`src/hw/rtl/assert_macros.svh`:
```
// ----------------------------------------------------------------------------
// assert_macros.svh
// Shared concurrent assertion macros, clocked on i_clk, off during reset
// ----------------------------------------------------------------------------
`ifndef ASSERT_MACROS_SVH
`define ASSERT_MACROS_SVH

// condition must hold at every clock edge out of reset
`define ASSERT_ALWAYS(lbl, cond) \
    lbl: assert property (@(posedge i_clk) disable iff (!i_rst_n) (cond)) \
        else $error("assertion failed");

// consequent must hold at the same edge as the antecedent
`define ASSERT_IMPLIES(lbl, ante, cons) \
    lbl: assert property (@(posedge i_clk) disable iff (!i_rst_n) (ante) |-> (cons)) \
        else $error("assertion failed");

// consequent must hold at the edge after the antecedent
`define ASSERT_NEXT(lbl, ante, cons) \
    lbl: assert property (@(posedge i_clk) disable iff (!i_rst_n) (ante) |=> (cons)) \
        else $error("assertion failed");

`endif

```
`src/hw/rtl/dcw_pkg.sv`:
```
// ----------------------------------------------------------------------------
// dcw_pkg
// Types, frame geometry, register indexes and the 4x4 ordered dither matrix
// ----------------------------------------------------------------------------
`timescale 1ns / 1ps

package dcw_pkg;

    localparam int FRAME_WIDTH  = 240;
    localparam int FRAME_HEIGHT = 240;

    localparam int DIM_W = 10;
    localparam int PIX_W = 8;
    localparam int CFG_IDX_W = 2;

    typedef logic [DIM_W-1:0]     t_dim;
    typedef logic [PIX_W-1:0]     t_pix;
    typedef logic [CFG_IDX_W-1:0] t_cfg_idx;

    localparam t_dim COL_LAST = t_dim'(FRAME_WIDTH - 1);
    localparam t_dim ROW_LAST = t_dim'(FRAME_HEIGHT - 1);
    localparam t_dim BOX_LEFT_RST = t_dim'(FRAME_WIDTH);
    localparam t_dim BOX_TOP_RST  = t_dim'(FRAME_HEIGHT);

    localparam t_pix DITHER_BAND_RST = t_pix'(15);

    localparam t_cfg_idx CFG_PREV_PROGRESS = 2'd0;
    localparam t_cfg_idx CFG_CUR_PROGRESS  = 2'd1;
    localparam t_cfg_idx CFG_DITHER_BAND   = 2'd2;

    // 4x4 bayer threshold, indexed by low bits of row and column
    function automatic logic [3:0] bayer_lookup(input logic [1:0] row, input logic [1:0] col);
        logic [3:0] v;
        case ({row, col})
            4'h0: v = 4'd0;
            4'h1: v = 4'd8;
            4'h2: v = 4'd2;
            4'h3: v = 4'd10;
            4'h4: v = 4'd12;
            4'h5: v = 4'd4;
            4'h6: v = 4'd14;
            4'h7: v = 4'd6;
            4'h8: v = 4'd3;
            4'h9: v = 4'd11;
            4'ha: v = 4'd1;
            4'hb: v = 4'd9;
            4'hc: v = 4'd15;
            4'hd: v = 4'd7;
            4'he: v = 4'd13;
            4'hf: v = 4'd5;
            default: v = 4'd0;
        endcase
        return v;
    endfunction

endpackage

```
`src/hw/rtl/dithered_clock_wipe_pixel_top.sv`:
```
// ----------------------------------------------------------------------------
// dithered_clock_wipe_pixel_top
// Clock-wipe transition with an ordered-dither leading edge. Pixels arrive in
// raster order with their sweep angle; each leaves as the old or new value
// along with the running dirty rectangle of the frame. One pixel per clock is
// taken and each result appears in the cycle after its beat is accepted: the
// decision, the dither threshold (4-bit by 8-bit product) and the box update
// sit between the input handshake and a single output register. The input is
// ready while that register is empty or being read in the same cycle, so a
// stalled result holds the input back until the result side takes it.
// The rectangle is final on the beat flagged end_of_frame.
// ----------------------------------------------------------------------------
`timescale 1ns / 1ps

`include "assert_macros.svh"

module dithered_clock_wipe_pixel_top
    import dcw_pkg::*;
(
    input  logic     i_clk,
    input  logic     i_rst_n,

    input  logic     i_cfg_valid,
    output logic     o_cfg_ready,
    input  t_cfg_idx i_cfg_index,
    input  t_pix     i_cfg_data,

    input  logic     i_in_valid,
    output logic     o_in_ready,
    input  logic     i_start_frame,
    input  t_pix     i_sweep_angle,
    input  t_pix     i_old_pixel,
    input  t_pix     i_new_pixel,

    output logic     o_out_valid,
    input  logic     i_out_ready,
    output t_pix     o_pixel_out,
    output logic     o_switched,
    output logic     o_end_of_frame,
    output logic     o_rect_valid,
    output t_dim     o_rect_left,
    output t_dim     o_rect_top,
    output t_dim     o_rect_right,
    output t_dim     o_rect_bottom
);

    // configuration
    t_pix r_prev_progress;
    t_pix r_cur_progress;
    t_pix r_dither_band;

    // raster position and box
    t_dim r_col, n_col;
    t_dim r_row, n_row;
    t_dim r_box_left, n_box_left;
    t_dim r_box_top, n_box_top;
    t_dim r_box_right, n_box_right;
    t_dim r_box_bottom, n_box_bottom;
    logic r_box_any, n_box_any;

    // result register
    logic r_out_valid;
    t_pix r_pixel_out;
    logic r_switched;
    logic r_eof;
    logic r_rect_valid;
    t_dim r_rect_left;
    t_dim r_rect_top;
    t_dim r_rect_right;
    t_dim r_rect_bottom;

    logic        in_fire;
    t_dim        col;
    t_dim        row;
    logic        box_clear;
    logic        in_range;
    t_pix        diff;
    logic [11:0] thr_prod;
    t_pix        thr;
    logic        take;
    logic        last_col;
    logic        last_row;
    logic        box_any_cur;

    assign o_cfg_ready = 1'b1;
    assign o_in_ready  = !r_out_valid || i_out_ready;
    assign in_fire     = i_in_valid && o_in_ready;

    always_comb begin
        col = i_start_frame ? '0 : r_col;
        row = i_start_frame ? '0 : r_row;
        box_clear   = (col == '0) && (row == '0);
        box_any_cur = r_box_any && !box_clear;

        in_range = (i_sweep_angle > r_prev_progress) && (i_sweep_angle <= r_cur_progress);
        diff     = i_sweep_angle - r_cur_progress;
        thr_prod = 12'(bayer_lookup(row[1:0], col[1:0])) * 12'(r_dither_band);
        thr      = thr_prod[11:4];
        take     = in_range || ((diff < r_dither_band) && (diff < thr));

        n_box_left   = r_box_left;
        n_box_top    = r_box_top;
        n_box_right  = r_box_right;
        n_box_bottom = r_box_bottom;
        n_box_any    = box_any_cur;
        if (box_clear) begin
            n_box_left   = BOX_LEFT_RST;
            n_box_top    = BOX_TOP_RST;
            n_box_right  = '0;
            n_box_bottom = '0;
        end
        if (take) begin
            n_box_any = 1'b1;
            if (!box_any_cur) begin
                n_box_left   = col;
                n_box_right  = col;
                n_box_top    = row;
                n_box_bottom = row;
            end else begin
                if (col < r_box_left)   n_box_left   = col;
                if (col > r_box_right)  n_box_right  = col;
                if (row < r_box_top)    n_box_top    = row;
                if (row > r_box_bottom) n_box_bottom = row;
            end
        end

        // a counter at or past its limit counts as the last one
        last_col = col >= COL_LAST;
        last_row = row >= ROW_LAST;
        if (!last_col) begin
            n_col = col + t_dim'(1);
            n_row = row;
        end else if (!last_row) begin
            n_col = '0;
            n_row = row + t_dim'(1);
        end else begin
            n_col = '0;
            n_row = '0;
        end
    end

    always_ff @(posedge i_clk) begin
        if (!i_rst_n) begin
            r_prev_progress <= '0;
            r_cur_progress  <= '0;
            r_dither_band   <= DITHER_BAND_RST;
        end else if (i_cfg_valid) begin
            case (i_cfg_index)
                CFG_PREV_PROGRESS: r_prev_progress <= i_cfg_data;
                CFG_CUR_PROGRESS:  r_cur_progress  <= i_cfg_data;
                CFG_DITHER_BAND:   r_dither_band   <= i_cfg_data;
                default: ;
            endcase
        end
    end

    always_ff @(posedge i_clk) begin
        if (!i_rst_n) begin
            r_col        <= '0;
            r_row        <= '0;
            r_box_left   <= BOX_LEFT_RST;
            r_box_top    <= BOX_TOP_RST;
            r_box_right  <= '0;
            r_box_bottom <= '0;
            r_box_any    <= 1'b0;
            r_out_valid  <= 1'b0;
        end else begin
            if (in_fire) begin
                r_col        <= n_col;
                r_row        <= n_row;
                r_box_left   <= n_box_left;
                r_box_top    <= n_box_top;
                r_box_right  <= n_box_right;
                r_box_bottom <= n_box_bottom;
                r_box_any    <= n_box_any;
                r_out_valid  <= 1'b1;
            end else if (i_out_ready) begin
                r_out_valid  <= 1'b0;
            end
        end
    end

    // result payload, loaded with each accepted beat
    always_ff @(posedge i_clk) begin
        if (in_fire) begin
            r_pixel_out   <= take ? i_new_pixel : i_old_pixel;
            r_switched    <= take;
            r_eof         <= last_col && last_row;
            r_rect_valid  <= n_box_any;
            r_rect_left   <= n_box_any ? n_box_left   : '0;
            r_rect_top    <= n_box_any ? n_box_top    : '0;
            r_rect_right  <= n_box_any ? n_box_right  : '0;
            r_rect_bottom <= n_box_any ? n_box_bottom : '0;
        end
    end

    assign o_out_valid    = r_out_valid;
    assign o_pixel_out    = r_pixel_out;
    assign o_switched     = r_switched;
    assign o_end_of_frame = r_eof;
    assign o_rect_valid   = r_rect_valid;
    assign o_rect_left    = r_rect_left;
    assign o_rect_top     = r_rect_top;
    assign o_rect_right   = r_rect_right;
    assign o_rect_bottom  = r_rect_bottom;

    `ASSERT_IMPLIES(a_switch_marks_rect, r_out_valid && r_switched, r_rect_valid)
    `ASSERT_IMPLIES(a_rect_ordered, r_out_valid && r_rect_valid, (r_rect_left <= r_rect_right) && (r_rect_top <= r_rect_bottom))
    `ASSERT_NEXT(a_eof_wraps_raster, in_fire && last_col && last_row, (r_col == '0) && (r_row == '0) && r_eof)
    `ASSERT_ALWAYS(a_col_in_frame, r_col <= COL_LAST)

endmodule

```
`config.mk`:
```
export PLATFORM = sky130hd
export DESIGN_NAME = dithered_clock_wipe_pixel_top
export DESIGN_NICKNAME = d
export VERILOG_FILES = /design/src/hw/rtl/dcw_pkg.sv /design/src/hw/rtl/dithered_clock_wipe_pixel_top.sv
export VERILOG_INCLUDE_DIRS = /design/src /design/src/hw/rtl
export SDC_FILE = /design/constraint.sdc
export NUM_CORES = 1
export LEC_CHECK = 0
export BUFFER_PORTS_ARGS = -buffer_cell sky130_fd_sc_hd__buf_2
export CAP_MARGIN = 10
export CORE_MARGIN = 10
export CORE_UTILIZATION = 40
export CTS_BUF_LIST = sky130_fd_sc_hd__clkbuf_8
export DETAILED_ROUTE_END_ITERATION = 12
export GPL_ROUTABILITY_DRIVEN = 0
export GPL_TIMING_DRIVEN = 0
export SLEW_MARGIN = 20
export SYNTH_ARGS = -nofsm -noshare
export SYNTH_HDL_FRONTEND = slang
export SYNTH_SLANG_ARGS = --single-unit
```
`constraint.sdc`:
```
create_clock -name i_clk -period 7.6 [get_ports i_clk]
set_clock_uncertainty 0.05 [all_clocks]
set_input_delay 0.76 -clock i_clk [delete_from_list [all_inputs] [get_ports i_clk]]
set_output_delay 0.76 -clock i_clk [all_outputs]
set_load 0.05 [all_outputs]
```
## Word level (Yosys, flattened, before mapping)

Memories as Yosys holds them, arrays and structs flattened.
Cells that the tools add are included.

- ROM bits: 64
- Bits in latches: 0
- Word-level logic and storage cells: 78
- Input port bits: 40
- Memory bits (writable): 0
- Register bits: 137
- Memories: 1

- Equality and inequality tests: 2
- Add/sub/neg operators: 3
- Shift operators: 0
- Multiplexer cells: 25
- Magnitude comparators: 10
- Bitwise logic cells: 0
- Reductions and logical operators: 17
- Div/mod/pow operators: 0
- Multiply operators: 1

Memories:

| memory | words | width | read ports | clocked after Yosys merged registers in | write ports | line | text |
|---|---|---|---|---|---|---|---|
| (name not given) | 16 | 4 | 1 | 0 | 0 | dcw_pkg.sv:34 | `case ({row, col})` |

Operators by type and width:

| operator | count |
|---|---|
| 10-bit 2-to-1 mux | 21 |
| 10-bit by 1-bit adder with 10-bit output (second input constant) | 2 |
| 10-bit by 8-bit >= comparator with 1-bit output (second input constant) | 2 |
| 10-bit greater-than comparator | 2 |
| 10-bit zero test | 2 |
| 10-bit less-than comparator | 2 |
| 8-bit less-than comparator | 2 |
| 4-bit by 8-bit multiplier with 12-bit output | 1 |
| 8-bit greater-than comparator | 1 |
| 8-bit <= comparator | 1 |
| 8-bit 2-to-1 mux | 1 |
| 8-bit subtractor | 1 |
| 1-bit logical AND | 6 |
| 2-bit AND reduction | 3 |
| 1-bit 2-to-1 mux | 3 |
| 2-bit by 1-bit equality test with 1-bit output (second input constant) | 1 |
| 2-bit equality test (second input constant) | 1 |
| 1-bit zero test | 2 |
| 2-bit zero test | 1 |
| 1-bit logical OR | 2 |
| 2-bit nonzero test | 1 |

## Logic depth before layout (Yosys ltp)

Gate-level depths: netlist of the first run.

- Depth in word-level cells: 7
- Mapped depth: 26
- Gate-level depth less buffers: 22

## Worst setup path before layout of the first run

No wires, ideal clock.

- Kind: input -> register
- Start point: input port i_start_frame
- End point: register r_pixel_out[0] (netlist: o_pixel_out[0]) (data pin)
- Path slack: 1.659 ns
- Data arrival time: 5.631 ns
- Library setup time: 0.260 ns
- Stages on the path: 24
- Path through: clkbuf_1 > clkbuf_1 > clkbuf_1 > buf_1 > nor3_1 > fa_1 > inv_1 > fa_1 > inv_1 > ha_1 > a21oi_1 > o21ai_0 > nand2_1 > a21oi_1 > o41ai_1 > xor2_1 > ha_1 > a211oi_1 > o21ai_0 > a21oi_1 > o31ai_4 > o22ai_4 > buf_6 > mux2_2

- Cells in the longest elaborated chain, start to end: 7
- Elaborated cells on any way between the ends: 8

RTL lines:

| item | line | text |
|---|---|---|
| start: declaration | dithered_clock_wipe_pixel_top.sv:30 | `input logic i_start_frame,` |
| 10-bit 2-to-1 mux (on tied branches) | dithered_clock_wipe_pixel_top.sv:91, dithered_clock_wipe_pixel_top.sv:90 |  |
| memory 16 x 4 bit * | - |  |
| 4-bit by 8-bit multiplier with 12-bit output * | dithered_clock_wipe_pixel_top.sv:97 | `thr_prod = 12'(bayer_lookup(row[1:0], col[1:0])) * 12'(r_dither_band);` |
| 8-bit less-than comparator * | dithered_clock_wipe_pixel_top.sv:99 | `take = in_range \|\| ((diff < r_dither_band) && (diff < thr));` |
| 1-bit logical AND * | dithered_clock_wipe_pixel_top.sv:99 |  |
| 1-bit logical OR * | dithered_clock_wipe_pixel_top.sv:99 |  |
| 8-bit 2-to-1 mux * | dithered_clock_wipe_pixel_top.sv:186 | `r_pixel_out <= take ? i_new_pixel : i_old_pixel;` |
| end signal: assignment | dithered_clock_wipe_pixel_top.sv:186 |  |
| end: declaration | dithered_clock_wipe_pixel_top.sv:63 | `t_pix r_pixel_out;` |

Every way passes the cells marked *; elsewhere a longest branch is shown, timed or not.
A chain may end at the register's enable or synchronous reset.

## Worst setup path in the final report of the first run

- Start point: input port i_start_frame
- End point: register r_box_top[8]

- Cells in the longest elaborated chain, start to end: 7
- Elaborated cells on any way between the ends: 17

RTL lines:

| item | line | text |
|---|---|---|
| 10-bit 2-to-1 mux (on tied branches) | dithered_clock_wipe_pixel_top.sv:91, dithered_clock_wipe_pixel_top.sv:90 |  |
| memory 16 x 4 bit or 10-bit zero test (tied branches) | - |  |
| 4-bit by 8-bit multiplier with 12-bit output or 1-bit logical AND (tied branches) | dithered_clock_wipe_pixel_top.sv:97, dithered_clock_wipe_pixel_top.sv:92 |  |
| 8-bit less-than comparator, or another cell as far along | dithered_clock_wipe_pixel_top.sv:99 |  |
| 1-bit logical AND, or another cell as far along | dithered_clock_wipe_pixel_top.sv:99 |  |
| 1-bit logical OR or 10-bit 2-to-1 mux (tied branches) | dithered_clock_wipe_pixel_top.sv:99, dithered_clock_wipe_pixel_top.sv:114 |  |
| 10-bit 2-to-1 mux * | dithered_clock_wipe_pixel_top.sv:112 | `if (take) begin` |
| end signal: assignment | dithered_clock_wipe_pixel_top.sv:172 | `r_box_top <= n_box_top;` |
| end: declaration | dithered_clock_wipe_pixel_top.sv:56 | `t_dim r_box_top, n_box_top;` |

Marks and branches as above.

==> out/metrics.cfg, run 1 <==
[status]
status = finished clean

[grt]
grt_pass1_wl_um = 34800
antenna_found_initial = 0
grt_pass1_vias = 6658
grt_max_degree = 42
grt-ovfl-total = 0
grtUsageTotal = 0.159

[clocking]
cts_root_buf = clkbuf_8
cts-resized-gates = 0
clkLatencyLatePin_ns = 0.47
cts_sinks = 137
clkTransAtPathRegs_ns = 0.09
ctsHoldBuffers = 0
cts_made_buffers = 17
clk_path_buf_depth = 2
post_cts.repair.setup_buffers = 0
tritoncts = done
cts_max_level = 4

[min_path]
hold_end = r_row[8]
min_path_type = reg2reg
worstHoldStart = r_row[8]
hold_path_depth = 2

[placement]
dp_worst_setup_slack_ns = 0.300
port_buffers = 91
dp_hpwl_um = 16200
placed_cell_area_sq_um = 9200

[power]
internal_power_mw = 1.17
cellLeakagePower_nw = 4.15
p_seq_frac = 0.457
finalPower_mw = 1.75
p_comb_frac = 0.196
p_sw_mw = 0.585
power_density_nw_per_um2 = 183
peakVddDrop_uv = 112
p_clk_frac = 0.346
sw_frac_of_total = 0.333

[route]
first_pass_iters = 5
vias = 6780
post-route-drc-count = 0
routedWlPerCell_um = 17.0
routed_wl_um = 21300
drt-initial-drc-count = 377
via_per_inst = 5.39
detail-route-antenna-nets = 0

[setup_path]
cp.arrival_ns = 7.14
r2r-end = r_box_top[8]
critPathMaxFanout = 10
ff2ff_path_depth = 21
worst_setup_path_end_kind = flip-flop
startpoint_type = input pin
required_ns = 7.91
rrSetupSlack_ns = 1.80
crit-reg2reg-launch = r_row[0]
worstSetupPathType = in2reg

[finish]
final_cell_area_sq_um = 9590
area_delta_synth_final_pct = 14.4
drive_above_1_share = 0.174
nFillCells = 2011
fin_nets = 1110
diodes = 0

[synthesis]
synth_edf_count = 51
synthArstFlopShare = 0
yosysSeqAreaShare = 0.388
ys_ff_latch = 137
postSynthCellCount = 863
syn-num-nets = 999
postSynthAreaPerCell_sq_um = 9.72
synth_area_sq_um = 8390
ys.flop_type = dfxtp_1
synth_cell_types = 78
yosysWarnings = 0

[timing]
finalSetupViolCount = 0
maxSlewViolCount = 0
fmax_mhz = 146
max_slew_margin = 0.530
tightest_slew_ns = 0.704
tns_ns = 0
fin_crit_ns = 6.83
rsz0062_at_grt = false
worst_slack_ns = 0.767
period_share = 0.899
hold_violations = 0

[run]
drv_cap = 0

[floorplan]
die_w_um = 165
core_area_sq_um = 20400
die-area_sq_um = 27200
rows = 52
fp.dieH_um = 165
initial_core_util = 0.411
ioPinCount = 94

[sequential cells by signal, indices dropped and copies added (netlist names), 10 cells and up]
signal         count
r_box_bottom      10
o_rect_bottom     10
r_box_top         10
o_rect_top        10
o_rect_left       10
r_box_left        10
r_box_right       10
o_rect_right      10
r_row             10
r_col             10
[per-stage QoR]
step | util | std cells | hold slack, ns
3_5_place_dp | 0.451 | 1225 | 0.414
2_1_floorplan | - | 863 | 0.392
5_1_grt | 0.470 | 1257 | 0.443
4_1_cts | 0.470 | 1257 | 0.432
3_3_place_gp | 0.449 | 1224 | 0.408
6_report | 0.470 | 1257 | 0.438
[cells in the mapped netlist, types with 16 or more instances]
cell type,count,share of area
a22o_1,33,0.034
dfxtp_1,86,0.21
a21o_1,16,0.014
o21ai_0,27,0.016
nor3_1,24,0.014
a32o_1,25,0.030
nor2_1,77,0.034
inv_1,99,0.044
clkbuf_1,18,0.0081
edfxtp_1,51,0.18
ha_1,84,0.13
nand2_1,42,0.019
a21oi_1,51,0.030
[metal layers]
layer	up-vias	global-route usage	wire length [um]
li1	3351	-	-
met1	3204	0.223	10500
met2	197	0.245	9290
met3	28	0.0329	1290
met4	0	0.0415	261
met5	-	0	0
[cell usage in the layout, fill, tap and decap left out, types with 15 or more instances in the layout]
cell / instances
a21oi_1: 51
ha_1: 84
edfxtp_1: 51
buf_2: 97
dfxtp_1: 86
nor3_1: 24
a22o_1: 33
nand2_1: 42
mux2i_1: 15
inv_1: 99
clkbuf_1: 17
o21ai_0: 27
a32o_1: 25
nor2_1: 77
a21o_1: 16
clkbuf_8: 17
[how the worst max path moves through the flow]
stage,depth (start not counted),endpoint,startpoint,slack (ns)
2_1_floorplan,24,o_pixel_out[0],i_start_frame,1.66
3_3_place_gp,25,r_box_right[4],i_start_frame,0.32
3_5_place_dp,25,r_box_right[5],i_start_frame,0.30
4_1_cts,25,r_box_left[3],i_start_frame,0.78
5_1_grt,25,r_box_top[2],i_start_frame,0.30
6_report,25,r_box_top[8],i_start_frame,0.77
[power by group through the flow]
stage                     combinational, mW  clock, mW  sequential [mW]
final                                 0.344      0.607            0.802
after CTS                             0.347      0.616            0.803
after floorplan                       0.187          0            0.884
after global routing                  0.377      0.650            0.806
after global placement                0.340          0            0.820
after detailed placement              0.345          0            0.820
[cells by family after synthesis]
logic type | count (synthesis) | synth area share
muxes | 23 | 0.0286
AOI/OAI and AO/OA | 224 | 0.208
DFF | 137 | 0.388
other | 1 | 0.000447
and+or+nand+nor | 229 | 0.137
buffers and inverters | 138 | 0.0682
xor gates and xnor gates | 15 | 0.0157
adders and majority gates | 96 | 0.154
[layout make-up]
class	instances	area, sq um	area share
clock inverters	15	155	0.0162
inverters	100	375	0.0391
repair buffers	92	475	0.0496
plain buffers	38	200	0.0209
flip-flops and latches	137	3250	0.339
multi-input cells	588	4560	0.476
clock buffers	17	234	0.0244
well taps	270	338	0.0352
[critical path: stages]
cell and delay (ns):
buf_2 0.16, clkbuf_1 0.36, clkbuf_1 0.44, clkbuf_1 0.44
buf_1 0.40, nor3_1 0.12, fa_1 0.51, inv_1 0.06
fa_1 0.53, inv_1 0.04, ha_1 0.32, nand2_1 0.06
o21ai_0 0.28, nand2_1 0.13, a21oi_1 0.24, o41ai_1 0.11
xor2_1 0.15, ha_1 0.20, a211oi_1 0.20, o21ai_0 0.13
a21oi_1 0.22, o31ai_4 0.13, o221ai_2 0.46, nand3_2 0.32
a32o_1 0.34
Note: power is estimated with default switching activity, not from simulation.
==> run 2: changes to the inputs <==
--- a/config.mk
+++ b/config.mk
@@ -6,6 +6,7 @@
 export SDC_FILE = /design/constraint.sdc
 export NUM_CORES = 1
 export LEC_CHECK = 0
+export ABC_AREA = 1
 export BUFFER_PORTS_ARGS = -buffer_cell sky130_fd_sc_hd__buf_2
 export CAP_MARGIN = 10
 export CORE_MARGIN = 10
==> out/metrics.cfg, run 2 <==
[timing]
fmax_mhz = 151  ; was 146 MHz
rsz0062_at_grt = false  ; unchanged
tightest_slew_ns = 0.734  ; was 0.704 ns
max_slew_margin = 0.509  ; was 0.530
tns_ns = 0  ; unchanged
fin_crit_ns = 6.62  ; was 6.83 ns
finalSetupViolCount = 0  ; unchanged
period_share = 0.871  ; was 0.899
maxSlewViolCount = 0  ; unchanged
hold_violations = 0  ; unchanged

[floorplan]
rows = 56  ; was 52
ioPinCount = 94  ; unchanged
core_area_sq_um = 23600  ; was 20400 sq um
fp.dieH_um = 175  ; was 165 um
initial_core_util = 0.409  ; was 0.411
die-area_sq_um = 30800  ; was 27200 sq um
die_w_um = 175  ; was 165 um

[grt]
grt-ovfl-total = 0  ; unchanged
grt_pass1_vias = 9124  ; was 6658
grtUsageTotal = 0.185  ; was 0.159
grt_pass1_wl_um = 46300  ; was 34800 um
antenna_found_initial = 1  ; was 0
grt_max_degree = 36  ; was 42

[clocking]
tritoncts = done  ; unchanged
cts_root_buf = clkbuf_8  ; unchanged
clkTransAtPathRegs_ns = 0.09  ; about the same
ctsHoldBuffers = 0  ; unchanged
cts_max_level = 4  ; unchanged
cts_made_buffers = 17  ; unchanged
post_cts.repair.setup_buffers = 0  ; unchanged
cts_sinks = 137  ; unchanged
clkLatencyLatePin_ns = 0.46  ; was 0.47 ns
cts-resized-gates = 0  ; unchanged
clk_path_buf_depth = 2  ; unchanged

[setup_path]
max_stage_delay_ns = 0.54  ; was 0.53 ns
startpoint_type = input pin  ; unchanged
rrSetupSlack_ns = 1.16  ; was 1.80 ns
cp.arrival_ns = 6.84  ; was 7.14 ns
critPathMaxFanout = 10  ; unchanged
r2r-end = o_rect_bottom[1]  ; was r_box_top[8]
critical_path.most_common_cell = nand2_1  ; was clkbuf_1
ff2ff_path_depth = 34  ; was 21
worst_setup_path_end_kind = flip-flop  ; unchanged
crit-reg2reg-launch = r_row[0]  ; unchanged
required_ns = 7.83  ; was 7.91 ns
worstSetupPathType = in2reg  ; unchanged
cpMaxStageDelayCell = a21oi_1  ; was fa_1

[synthesis]
synth_compound_area_frac = 0.132  ; was 0.208
yosysSeqAreaShare = 0.337  ; was 0.388
synth_most_common_cell = nand2_1  ; was inv_1
synthArstFlopShare = 0  ; unchanged
netlist_top_cells_area = dfxtp_1 18%, edfxtp_1 16%, nand2_1 16%  ; was dfxtp_1 21%, edfxtp_1 18%, ha_1 13%
synth_top_cell_by_area = dfxtp_1  ; unchanged
synth-simple-area-share = 0.268  ; was 0.137
postSynthCellCount = 1394  ; was 863
synth_mux_area_frac = 0  ; was 0.0286
syn-num-nets = 1530  ; was 999
yosysTopAreaCellShare = 0.178  ; was 0.205
synth_top_family_by_area = simple AND/OR/NAND/NOR gates  ; was compound AO/OA/AOI/OAI gates
ys_ff_latch = 137  ; unchanged
synth_area_sq_um = 9660  ; was 8390 sq um
synth_xor_area_frac = 0.0118  ; was 0.0157
yosysWarnings = 0  ; unchanged
ys.flop_type = dfxtp_1  ; unchanged
postSynthAreaPerCell_sq_um = 6.93  ; was 9.72 sq um
synthAdderAreaFrac = 0.134  ; was 0.154
synth_commonest_cells = 406 x nand2_1, 220 x inv_1, 157 x a21oi_1  ; was 99 x inv_1, 86 x dfxtp_1, 84 x ha_1
synth_edf_count = 51  ; unchanged
synth_cell_types = 42  ; was 78

[finish]
fin_nets = 1642  ; was 1110
diodes = 0  ; unchanged
area_delta_synth_final_pct = 13.8  ; was 14.4%
layout_commonest_cell = nand2_1  ; was inv_1
final_util = 0.466  ; was 0.470
drive_above_1_share = 0.114  ; was 0.174
final_cell_mix = 406 x nand2_1, 221 x inv_1, 157 x a21oi_1  ; was 99 x inv_1, 97 x buf_2, 86 x dfxtp_1

[min_path]
min_path_type = reg2reg  ; unchanged
worstHoldStart = r_prev_progress[5]  ; was r_row[8]
hold_end = r_prev_progress[5]  ; was r_row[8]
hold_path_depth = 2  ; unchanged

[route]
detail-route-antenna-nets = 0  ; unchanged
first_pass_iters = 6  ; was 5
routed_wl_um = 28500  ; was 21300 um
via_per_inst = 5.07  ; was 5.39
routedWlPerCell_um = 15.5  ; was 17.0 um
drt-initial-drc-count = 676  ; was 377
vias = 9325  ; was 6780
post-route-drc-count = 0  ; unchanged

[placement]
dp_hpwl_um = 21600  ; was 16200 um
port_buffers = 92  ; was 91

[run]
drv_cap = 0  ; unchanged

[power]
peakVddDrop_uv = 125  ; was 112 uV
cellLeakagePower_nw = 5.57  ; was 4.15 nW
power_density_nw_per_um2 = 191  ; was 183 nW/um^2

[status]
status = finished clean  ; unchanged

## run 2: cell types whose count changed after synthesis, moves of 25 or more
cell     change
a21oi_1    +106
a22o_1      -33
a32o_1      -25
inv_1      +121
nand2_1    +364
nand3_1    +105
o21ai_0     +36
## run 2: report_power, final
part           switching, mW  internal, mW  leakage (nW)
clock network          0.323         0.393         0.237
registers             0.0166         0.819          1.22
logic                  0.403         0.144          4.11
total                  0.743          1.36          5.57
## run 2: worst max-delay path: cells and delay by family
| kind | cells | cell delay [ns] |
|---|---|---|
| AND/OR/NAND/NOR | 19 | 1.98 |
| adder cells (fa/ha/maj) | 4 | 1.49 |
| buffers and inverters | 7 | 1.33 |
| AO/OA/AOI/OAI | 4 | 1.09 |
| XOR/XNOR | 1 | 0.18 |
## run 2: kinds of logic after synthesis
family / Yosys count
and+or+nand+nor: 620
buffers and inverters: 282
AOI/OAI and AO/OA: 245
DFF: 137
adders and majority gates: 96
xor gates and xnor gates: 13
other: 1
## run 2: metrics by stage
step / power [mW] / hold slack [ns] / setup slack [ns] / std cells / cell area (sq um)
floorplan: 1.24 / 0.383 / 1.93 / 1394 / 9660
global route: 2.20 / 0.439 / 0.472 / 1838 / 11000
detailed placement: 1.40 / 0.399 / 0.537 / 1806 / 10500
finish: 2.10 / 0.412 / 0.982 / 1838 / 11000
global placement: 1.39 / 0.395 / 0.586 / 1805 / 10500
CTS: 2.11 / 0.414 / 1.02 / 1838 / 11000
## run 2: cell type report
type / count / area [sq um]
Buffer: 57 / 290
Clock buffer: 17 / 234
Clock inverter: 15 / 219
Fill cell: 2458 / 12600
Inverter: 225 / 845
Multi-Input combinational cell: 975 / 5280
Sequential cell: 137 / 3250
Tap cell: 319 / 399
Timing Repair Buffer: 93 / 480
## run 2: worst max-delay path by stage
stage / start / endpoint / slack, ns
6_report: i_start_frame / o_rect_bottom[1] / 0.98
3_5_place_dp: i_start_frame / o_rect_bottom[1] / 0.54
3_3_place_gp: i_start_frame / o_rect_bottom[1] / 0.59
5_1_grt: i_start_frame / o_rect_top[0] / 0.47
2_1_floorplan: i_start_frame / r_box_left[4] / 1.93
4_1_cts: i_start_frame / o_rect_bottom[1] / 1.02
## run 2: layer usage
layer / vias to the layer above / share of wire / GRT usage
met5: - / 0 / 0
met4: 0 / 0.025 / 0.0615
met3: 48 / 0.055 / 0.0407
met2: 213 / 0.49 / 0.326
met1: 4343 / 0.43 / 0.217
li1: 4721 / - / -
